==> config.mk <==
export PLATFORM = sky130hd
export DESIGN_NAME = deque_with_max
export DESIGN_NICKNAME = d
export VERILOG_FILES = /design/src/dwm_pkg.sv /design/src/dwm_cell.sv /design/src/deque_with_max.sv
export SDC_FILE = /design/constraint.sdc
export NUM_CORES = 2
export LEC_CHECK = 0
export ABC_AREA = 1
export BUFFER_PORTS_ARGS = -buffer_cell sky130_fd_sc_hd__clkbuf_2
export CORE_ASPECT_RATIO = 0.9
export CORE_MARGIN = 2
export CORE_UTILIZATION = 45
export DETAILED_ROUTE_END_ITERATION = 16
export SKIP_CTS_REPAIR_TIMING = 1
export SLEW_MARGIN = 10
export SYNTH_ARGS = -nofsm -noshare
export SYNTH_HDL_FRONTEND = slang
export SYNTH_SLANG_ARGS = --single-unit
==> constraint.sdc <==
create_clock -name clk -period 3.9 [get_ports clk]
set_input_delay 0.195 -clock clk [delete_from_list [all_inputs] [get_ports clk]]
set_output_delay 0.195 -clock clk [all_outputs]
set_load 0.02 [all_outputs]
==> src/dwm_pkg.sv <==
// Package for deque_with_max: operation and status codes, cell control and
// scan token types. No dependencies.
package dwm_pkg;

  localparam int unsigned DataW = 32;

  localparam logic [1:0] MODE_PUSH_FRONT = 2'd0;
  localparam logic [1:0] MODE_PUSH_REAR  = 2'd1;
  localparam logic [1:0] MODE_POP_FRONT  = 2'd2;
  localparam logic [1:0] MODE_POP_REAR   = 2'd3;

  localparam logic [1:0] STAT_OK    = 2'd0;
  localparam logic [1:0] STAT_EMPTY = 2'd1;
  localparam logic [1:0] STAT_FULL  = 2'd2;

  typedef struct packed {
    logic push_front;
    logic push_rear;
    logic pop_front;
    logic pop_rear;
  } ctrl_t;

  // running maximum and rear boundary value, passed cell to cell
  typedef struct packed {
    logic             go;
    logic             av;
    logic [DataW-1:0] acc;
    logic [DataW-1:0] bnd;
  } scan_t;

endpackage

==> src/dwm_cell.sv <==
// One storage cell of the deque chain: value, occupancy and one scan stage.
// Depends on dwm_pkg.
module dwm_cell (
  input  logic                     clk,
  input  logic                     rst,
  input  dwm_pkg::ctrl_t           ctrl,
  input  logic [dwm_pkg::DataW-1:0] item,
  input  logic [dwm_pkg::DataW-1:0] left_val,
  input  logic                     left_occ,
  input  logic [dwm_pkg::DataW-1:0] right_val,
  input  logic                     right_occ,
  input  dwm_pkg::scan_t           scan_in,
  output logic [dwm_pkg::DataW-1:0] val,
  output logic                     occ,
  output dwm_pkg::scan_t           scan_out
);
  import dwm_pkg::*;

  logic take_max;
  logic at_bnd;

  always_ff @(posedge clk) begin
    if (ctrl.push_front) begin
      val <= left_val;
    end else if (ctrl.push_rear && !occ && left_occ) begin
      val <= item;
    end else if (ctrl.pop_front) begin
      val <= right_val;
    end
  end

  always_ff @(posedge clk) begin
    if (rst) begin
      occ <= 1'b0;
    end else if (ctrl.push_front) begin
      occ <= left_occ;
    end else if (ctrl.push_rear && !occ && left_occ) begin
      occ <= 1'b1;
    end else if (ctrl.pop_front) begin
      occ <= right_occ;
    end else if (ctrl.pop_rear && occ && !right_occ) begin
      occ <= 1'b0;
    end
  end

  assign take_max = occ && (!scan_in.av || ($signed(val) > $signed(scan_in.acc)));
  // first free cell still holds the item just popped from the rear
  assign at_bnd   = !occ && left_occ;

  always_ff @(posedge clk) begin
    if (rst) begin
      scan_out.go <= 1'b0;
    end else begin
      scan_out.go <= scan_in.go;
    end
    scan_out.av  <= scan_in.av | occ;
    scan_out.acc <= take_max ? val : scan_in.acc;
    scan_out.bnd <= at_bnd ? val : scan_in.bnd;
  end

endmodule

==> src/deque_with_max.sv <==
// Bounded deque of signed 32-bit items with maximum report: one item in, one
// result out per operation. Items sit in a row of DEPTH cells, front in cell 0;
// front pushes and pops shift the whole row, rear pushes and pops change only
// the boundary cell, as the item is accepted. A scan token then walks the row
// one cell a cycle to gather the maximum and the rear popped value; m_tvalid
// rises after it leaves the last cell, and the next item is taken the cycle
// after the result has been delivered. Depends on dwm_pkg and dwm_cell.
module deque_with_max #(
  parameter int unsigned DEPTH = 16
) (
  input  logic        clk,
  input  logic        rst,
  input  logic        s_tvalid,
  output logic        s_tready,
  input  logic [39:0] s_tdata,  // mode[1:0], item[33:2], zero pad
  output logic        m_tvalid,
  input  logic        m_tready,
  output logic [71:0] m_tdata   // popped_value, status, count, max_value, max_valid
);
  import dwm_pkg::*;

  localparam int unsigned CntW = $clog2(DEPTH + 1);

  localparam logic [1:0] S_IDLE = 2'd0;
  localparam logic [1:0] S_SCAN = 2'd1;
  localparam logic [1:0] S_OUT  = 2'd2;

  logic [1:0]       state;
  logic [CntW-1:0]  count;
  logic             start;
  logic [1:0]       mode_r;
  logic [1:0]       status_r;
  logic [DataW-1:0] front_r;
  logic             accept;
  logic [1:0]       mode_in;
  logic [DataW-1:0] item_in;
  logic             is_full;
  logic             is_empty;
  logic [1:0]       status_in;
  ctrl_t            ctrl;

  logic [DataW-1:0] vals [DEPTH];
  logic             occs [DEPTH];
  scan_t            scans [DEPTH];
  scan_t            scan_head;

  logic [DataW-1:0] popped;
  logic [DataW-1:0] res_popped;
  logic [1:0]       res_status;
  logic [4:0]       res_count;
  logic [DataW-1:0] res_max;
  logic             res_valid;

  assign mode_in  = s_tdata[1:0];
  assign item_in  = s_tdata[33:2];
  assign s_tready = (state == S_IDLE);
  assign accept   = s_tvalid && s_tready;
  assign is_full  = (count == CntW'(DEPTH));
  assign is_empty = (count == '0);

  always_comb begin
    status_in = STAT_OK;
    if (!mode_in[1] && is_full) begin
      status_in = STAT_FULL;
    end else if (mode_in[1] && is_empty) begin
      status_in = STAT_EMPTY;
    end
  end

  always_comb begin
    ctrl = '0;
    if (accept && status_in == STAT_OK) begin
      unique case (mode_in)
        MODE_PUSH_FRONT: ctrl.push_front = 1'b1;
        MODE_PUSH_REAR:  ctrl.push_rear  = 1'b1;
        MODE_POP_FRONT:  ctrl.pop_front  = 1'b1;
        MODE_POP_REAR:   ctrl.pop_rear   = 1'b1;
        default:         ctrl = '0;
      endcase
    end
  end

  assign scan_head = '{go: start, av: 1'b0, acc: '0, bnd: '0};

  for (genvar i = 0; i < DEPTH; i++) begin : g_cell
    logic [DataW-1:0] lv;
    logic             lo;
    logic [DataW-1:0] rv;
    logic             ro;
    scan_t            si;

    if (i == 0) begin : g_first
      assign lv = item_in;
      assign lo = 1'b1;
      assign si = scan_head;
    end else begin : g_mid
      assign lv = vals[i-1];
      assign lo = occs[i-1];
      assign si = scans[i-1];
    end

    if (i == DEPTH - 1) begin : g_last
      assign rv = '0;
      assign ro = 1'b0;
    end else begin : g_inner
      assign rv = vals[i+1];
      assign ro = occs[i+1];
    end

    dwm_cell u_cell (
      .clk       (clk),
      .rst       (rst),
      .ctrl      (ctrl),
      .item      (item_in),
      .left_val  (lv),
      .left_occ  (lo),
      .right_val (rv),
      .right_occ (ro),
      .scan_in   (si),
      .val       (vals[i]),
      .occ       (occs[i]),
      .scan_out  (scans[i])
    );
  end

  always_ff @(posedge clk) begin
    if (rst) begin
      state <= S_IDLE;
      count <= '0;
      start <= 1'b0;
    end else begin
      start <= accept;
      if (ctrl.push_front || ctrl.push_rear) begin
        count <= count + 1'b1;
      end else if (ctrl.pop_front || ctrl.pop_rear) begin
        count <= count - 1'b1;
      end
      unique case (state)
        S_IDLE: begin
          if (accept) state <= S_SCAN;
        end
        S_SCAN: begin
          if (scans[DEPTH-1].go) state <= S_OUT;
        end
        S_OUT: begin
          if (m_tready) state <= S_IDLE;
        end
        default: state <= S_IDLE;
      endcase
    end
  end

  always_ff @(posedge clk) begin
    if (accept) begin
      mode_r   <= mode_in;
      status_r <= status_in;
      front_r  <= vals[0];
    end
  end

  always_comb begin
    popped = '0;
    if (status_r == STAT_OK && mode_r == MODE_POP_FRONT) begin
      popped = front_r;
    end else if (status_r == STAT_OK && mode_r == MODE_POP_REAR) begin
      popped = scans[DEPTH-1].bnd;
    end
  end

  always_ff @(posedge clk) begin
    if (state == S_SCAN && scans[DEPTH-1].go) begin
      res_popped <= popped;
      res_status <= status_r;
      res_count  <= 5'(count);
      res_max    <= scans[DEPTH-1].acc;
      res_valid  <= scans[DEPTH-1].av;
    end
  end

  assign m_tvalid = (state == S_OUT);
  assign m_tdata  = {res_valid, res_max, res_count, res_status, res_popped};

endmodule
After elaboration in Yosys (flattened, before gate mapping)
Index checks and enable logic that the tools add are counted.
W data, S select, Z words.

storage, ports and cells
  register bits after elaboration = 1700
  input bits = 44
  logic and storage cells = 494
  output and inout port bits = 74

cells by class
  reduce and logical (&&, ||, !) cells = 187
  add/sub/neg operators = 2
  magnitude comparators = 15
  equal/unequal tests = 11
  bitwise logic cells = 15
  muxes and demuxes = 157

operators with widths
  operator               number
  $mux W32               80
  $gt A32 B32 Y1         15
  $logic_and A1 B1 Y1    99
  $mux W1                69
  $reduce_bool A4 Y1     16
  $reduce_bool A3 Y1     16
  $logic_not A1 Y1       32
  $logic_or A1 B1 Y1     17
  $or A1 B1 Y1           15
  $eq A2 B2 Y1 const B   5
  $mux W5                2
  $logic_not A2 Y1       4
  $mux W2                4
  $ne A2 B1 Y1 const B   3
  $pmux W2 S3            1
  $add A5 B1 Y5 const B  1
  $eq A5 B5 Y1 const B   1
  $logic_not A5 Y1       1
  $sub A5 B1 Y5 const B  1
  $eq A2 B1 Y1 const B   2
  $mux W4                1
  $reduce_and A3 Y1      1
  $reduce_bool A2 Y1     1

Longest topological paths before layout
  depth in word-level cells = 13
  gate-level depth with buffers = 21
  gate-level depth less buffers = 20

Cells and area by module
Synthesis repeated with hierarchy kept, for this count alone.

unflattened totals
  cell total of the unflattened synthesis = 9190
  area, all modules = 81849.8 sq um

by module, submodules not included
  module                            cells each  seq. area each (sq um)  area each (sq um)  instances
  dwm_cell at g_cell[0].u_cell ...  554         2302.2                  4839.6             12
  dwm_cell at g_cell[6].u_cell ...  562         2302.2                  4867.2             4
  deque_with_max                    294         3403.3                  4305.4             1

Least setup slack after synthesis
Ideal clock, no wire load.

  path kind = reg2reg
  start = reg state[0]
  end = reg g_cell[0].u_cell.val[0] in the netlist's numbering (enable)
  buffers on the path = 1
  path slack = -0.220 ns
  clock period less this slack = 4.120 ns
  required time = 3.432 ns
  data arrival time = 3.652 ns
  setup time = 0.468 ns
  stages on the path, launching flop included = 7
  path through = dfxtp_1 nor2_2 nand2_2 nor3_4 nand2_2 buf_4 o21ai_0

between the ends
  word-level cells in the longest chain between the ends = 6

RTL lines
  item                                     line                   text
  from (decl)                              deque_with_max.sv:28   logic [1:0] state;
  from (signal assigned)                   deque_with_max.sv:128  state <= S_IDLE;
  from (signal assigned)                   deque_with_max.sv:140  if (accept) state <= S_SCAN;
  from (signal assigned)                   deque_with_max.sv:143  if (scans[DEPTH-1].go) state <= S_OUT;
  $logic_not A2 Y1 (*)                     deque_with_max.sv:56   assign s_tready = (state == S_IDLE);
  via s_tready                             deque_with_max.sv:14   output logic s_tready,
  $logic_and A1 B1 Y1 (*)                  deque_with_max.sv:57   assign accept = s_tvalid && s_tready;
  $logic_and A1 B1 Y1 (*)                  deque_with_max.sv:72   if (accept && status_in == STAT_OK) begin
  $mux W4 (*)                              deque_with_max.sv:72
  $logic_and A1 B1 Y1                      dwm_cell.sv:25         end else if (ctrl.push_rear && !occ && left_occ) begin
  $reduce_bool A3 Y1 (no source line) (*)  --
  to (signal assigned)                     dwm_cell.sv:24         val <= left_val;
  to (signal assigned)                     dwm_cell.sv:26         val <= item;
  to (signal assigned)                     dwm_cell.sv:28         val <= right_val;
  to (decl)                                dwm_cell.sv:13         output logic [dwm_pkg::DataW-1:0] val,

Mark *: on every way through the listed nets, which the timed path passes. The rest lies on a longest branch.
A chain may end at the register's enable or synchronous reset.

Final worst setup path
  start = reg g_cell[12].u_cell.val[9] in the netlist's numbering
  end = reg g_cell[12].u_cell.scan_out[40] in the netlist's numbering

between the ends
  word-level cells in the longest chain between the ends = 4

RTL lines
  item                    line            text
  from (decl)             dwm_cell.sv:13
  from (signal assigned)  dwm_cell.sv:24
  from (signal assigned)  dwm_cell.sv:26
  from (signal assigned)  dwm_cell.sv:28
  $gt A32 B32 Y1          dwm_cell.sv:46  assign take_max = occ && (!scan_in.av || ($signed(val) > $signed(scan_in.acc)));
  $logic_or A1 B1 Y1      dwm_cell.sv:46
  $logic_and A1 B1 Y1     dwm_cell.sv:46
  $mux W32                dwm_cell.sv:57  scan_out.acc <= take_max ? val : scan_in.acc;
  to (decl)               dwm_cell.sv:15  output dwm_pkg::scan_t scan_out

Every way passes these cells.

==> results.sh <==
export IMPL_tightest_slew_ns=1.278
export IMPL_nNetsFinal=9753
export IMPL_io_pins=118
export IMPL_crit_type="flop to flop"
export IMPL_worst_r2r_startpoint="g_cell[12].u_cell.val[9]"
export IMPL_wire_per_inst_microns=22.00
export IMPL_cts_clk_slew_worst_paths_ns=0.06
export IMPL_rsz0062_at_grt="no"
export IMPL_status="finished, final reports clean"
export IMPL_ant_nets=0
export IMPL_regToRegEndpoint="g_cell[12].u_cell.scan_out[40]"
export IMPL_hold_depth=4
export IMPL_rr_worst_depth=14
export IMPL_dr_pass1_iters=6
export IMPL_cp_arrival_ns=3.86
export IMPL_netlist_cell_type_count=44
export IMPL_drt_total_wl_microns=256100
export IMPL_cp_start_kind="flop"
export IMPL_fin_crit_sh=0.8066
export IMPL_synth_top_family_by_area="simple AND/OR/NAND/NOR gates"
export IMPL_leakagePower_nw=38.27
export IMPL_cts_sinks=1700
export IMPL_hold_viol=0
export IMPL_fp_coreArea_sq_um=171500
export IMPL_final_layout_size_suffix_gt1_frac=0.06423
export IMPL_cts_tree="built"
export IMPL_min_from="s_tdata[17]"
export IMPL_maxSlewHeadroom=0.1480
export IMPL_synth_compound_area_share=0.1302
export IMPL_die_area_sq_um=176300
export IMPL_hpwl_microns=189700
export IMPL_drc=0
export IMPL_ys_ff_latch=1700
export IMPL_grt_max_degree=150
export IMPL_cts_buffers=172
export IMPL_hold_ws_ns=0.01591
export IMPL_ys_warn_count=0
export IMPL_slew_violations=0
export IMPL_netlist_area_leader_share=0.2778
export IMPL_first_iter_violations=6225
export IMPL_yosysTopAreaCell="dfxtp_1"
export IMPL_cts_max_level=4
export IMPL_yosysMostFrequentCell="nand2_1"
export IMPL_instances_no_fill=11638
export IMPL_fmaxAchievable_mhz=317.9
export IMPL_ff2ff_setup_slack_ns=0.75
export IMPL_area_growth_pct=10.91
export IMPL_crit_fanout=32
export IMPL_synthAdderAreaFrac=0.07792
export IMPL_hold_class="primary input to flop"
export IMPL_portBuffers=111
export IMPL_start_util=0.4537
export IMPL_grt_antenna_before_repair=5
export IMPL_netlist_area_sq_um=77810
export IMPL_dpl_cell_count=11308
export IMPL_synth_nets=9823
export IMPL_gp_congestion=0.9107
export IMPL_hold_end="g_cell[0].u_cell.val[15]"
export IMPL_fin_skew_ns=0.02448
export IMPL_root_buffer="clkbuf_16"
export IMPL_synth_top_cells_by_count="nand2_1 (2645), inv_1 (1289), dfxtp_1 (1080)"
export IMPL_vias=63589
export IMPL_clk_latency_ns=0.84
export IMPL_synthXorXnorAreaFrac=0.0002251
export IMPL_ys_top_cells_by_area="dfxtp_1 (28%), edfxtp_1 (24%), nand2_1 (13%), ha_1 (7.8%), inv_1 (6.2%)"
export IMPL_num_rows=144
export IMPL_grt_usage=0.2868
export IMPL_max_cap_viol_count=0
export IMPL_synth_mux_area_frac=0
export IMPL_vdd_drop_max_v=0.0004179
export IMPL_grt_pass1_vias=60782
export IMPL_cp_end_kind="flop"
export IMPL_synth_simple_area_share=0.1834
export IMPL_postSynthCellCount=9295
export IMPL_synth_seq_area_share=0.5171
export IMPL_pwr_density_cell_nw_per_um2=644.2
export IMPL_grt_ovfl_total=0
export IMPL_grt_pass1_wl_microns=381200
export IMPL_synth_async_reset_ratio=0
export IMPL_die_x_microns=442.3
export IMPL_cp_required_ns=4.62
export IMPL_synth_edf_count=620
export IMPL_avgSynthCellArea_sq_um=8.372
export IMPL_min_period_ns=3.146
export IMPL_yosys_most_used_dff="dfxtp_1"
export IMPL_via_per_inst=5.464
export IMPL_die_h_microns=398.5
export IMPL_max_clock_path_buffers=3
export IMPL_fin_setup_tns_ns=0
export IMPL_setup_viol=0
==> layout make-up <==
type / count / area [sq um]
Sequential cell: 1700 / 40240
Antenna cell: 2 / 5.005
Timing Repair Buffer: 271 / 1909
Inverter: 1295 / 4861
Fill cell: 16199 / 85220
Multi-Input combinational cell: 5785 / 30620
Clock buffer: 236 / 4902
Tap cell: 2263 / 2831
Clock inverter: 86 / 934.6
==> registers in the layout, summed over array words and instances (netlist names) <==
register,cells
res_status,2
g_cell.u_cell.scan_out,1056
count,5
res_popped,32
g_cell.u_cell.val,512
res_max,32
mode_r,2
start,1
status_r,2
front_r,32
res_count,5
state,2
res_valid,1
g_cell.u_cell.occ,16
==> logic make-up (layout without fill, tap and decap cells) <==
kind of cell	after synthesis	in the layout
and+or+nand+nor	3540	3540
other	0	2
buffers and inverters	1810	1888
AOI/OAI and AO/OA	1759	1759
xor gates and xnor gates	2	2
adders and majority gates	484	484
DFF	1700	1700
==> stage by stage <==
stage                     setup WS (ns)  area, sq um  total power [W]    util
after floorplan                  0.5833        77810          0.03332       -
after global placement           0.7021        80400          0.03822  0.4687
after detailed placement         0.7006        80400          0.03860  0.4687
after CTS                        0.6874        86240          0.05569  0.5028
after global routing             0.5630        86300          0.05861  0.5031
final                            0.7542        86300          0.05560  0.5032
==> critical path: stages (launching register included) <==
cell,delay [ns]
edfxtp_1,0.47
ha_1,0.35
a21oi_1,0.14
o21ai_0,0.12
a21oi_1,0.41
nand2_1,0.24
nand2_1,0.14
nand2_1,0.07
nand2_1,0.08
nand3_1,0.06
nand2_1,0.40
nand2_1,0.09
buf_4,0.27
nand2_1,0.11
nand2_1,0.05
==> routing by layer <==
metal	global-route usage	share of wire
met2	0.4705	0.46
met4	0.1405	0.053
met3	0.05506	0.078
met1	0.3637	0.41
met5	0	0.00011
==> how the worst max path moves through the flow <==
stage | startpoint | slack [ns] | to
2_1_floorplan | state[0] | 0.58 | g_cell[3].u_cell.occ
3_3_place_gp | g_cell[14].u_cell.val[9] | 0.70 | g_cell[14].u_cell.scan_out[61]
3_5_place_dp | g_cell[14].u_cell.val[9] | 0.70 | g_cell[14].u_cell.scan_out[37]
4_1_cts | g_cell[14].u_cell.val[9] | 0.69 | g_cell[14].u_cell.scan_out[37]
5_1_grt | g_cell[12].u_cell.val[9] | 0.56 | g_cell[12].u_cell.scan_out[47]
6_report | g_cell[12].u_cell.val[9] | 0.75 | g_cell[12].u_cell.scan_out[40]
==> cells in the final DEF (no fill, tap or decap), types with 16 or more instances in the layout <==
cell type,n
o21a_1,19
nand3_1,553
inv_1,1273
clkbuf_1,35
nor2_1,235
o21ai_0,895
or2_2,16
clkbuf_2,111
buf_4,143
dfxtp_1,1079
nand2_1,2644
clkinv_2,36
o22ai_1,66
edfxtp_1,620
a21oi_1,211
clkbuf_8,23
o211ai_1,451
clkbuf_16,178
clkinv_1,21
nand4_1,40
ha_1,483
o21ai_1,91
==> report_power, final <==
part	internal, W	total, W	switching, W
sequential	0.0230	0.0261	0.00309
clock	0.00984	0.0171	0.00731
combinational	0.00431	0.0124	0.00806
total	0.0371	0.0556	0.0185
No activity file was read; power rests on OpenSTA's default activity.
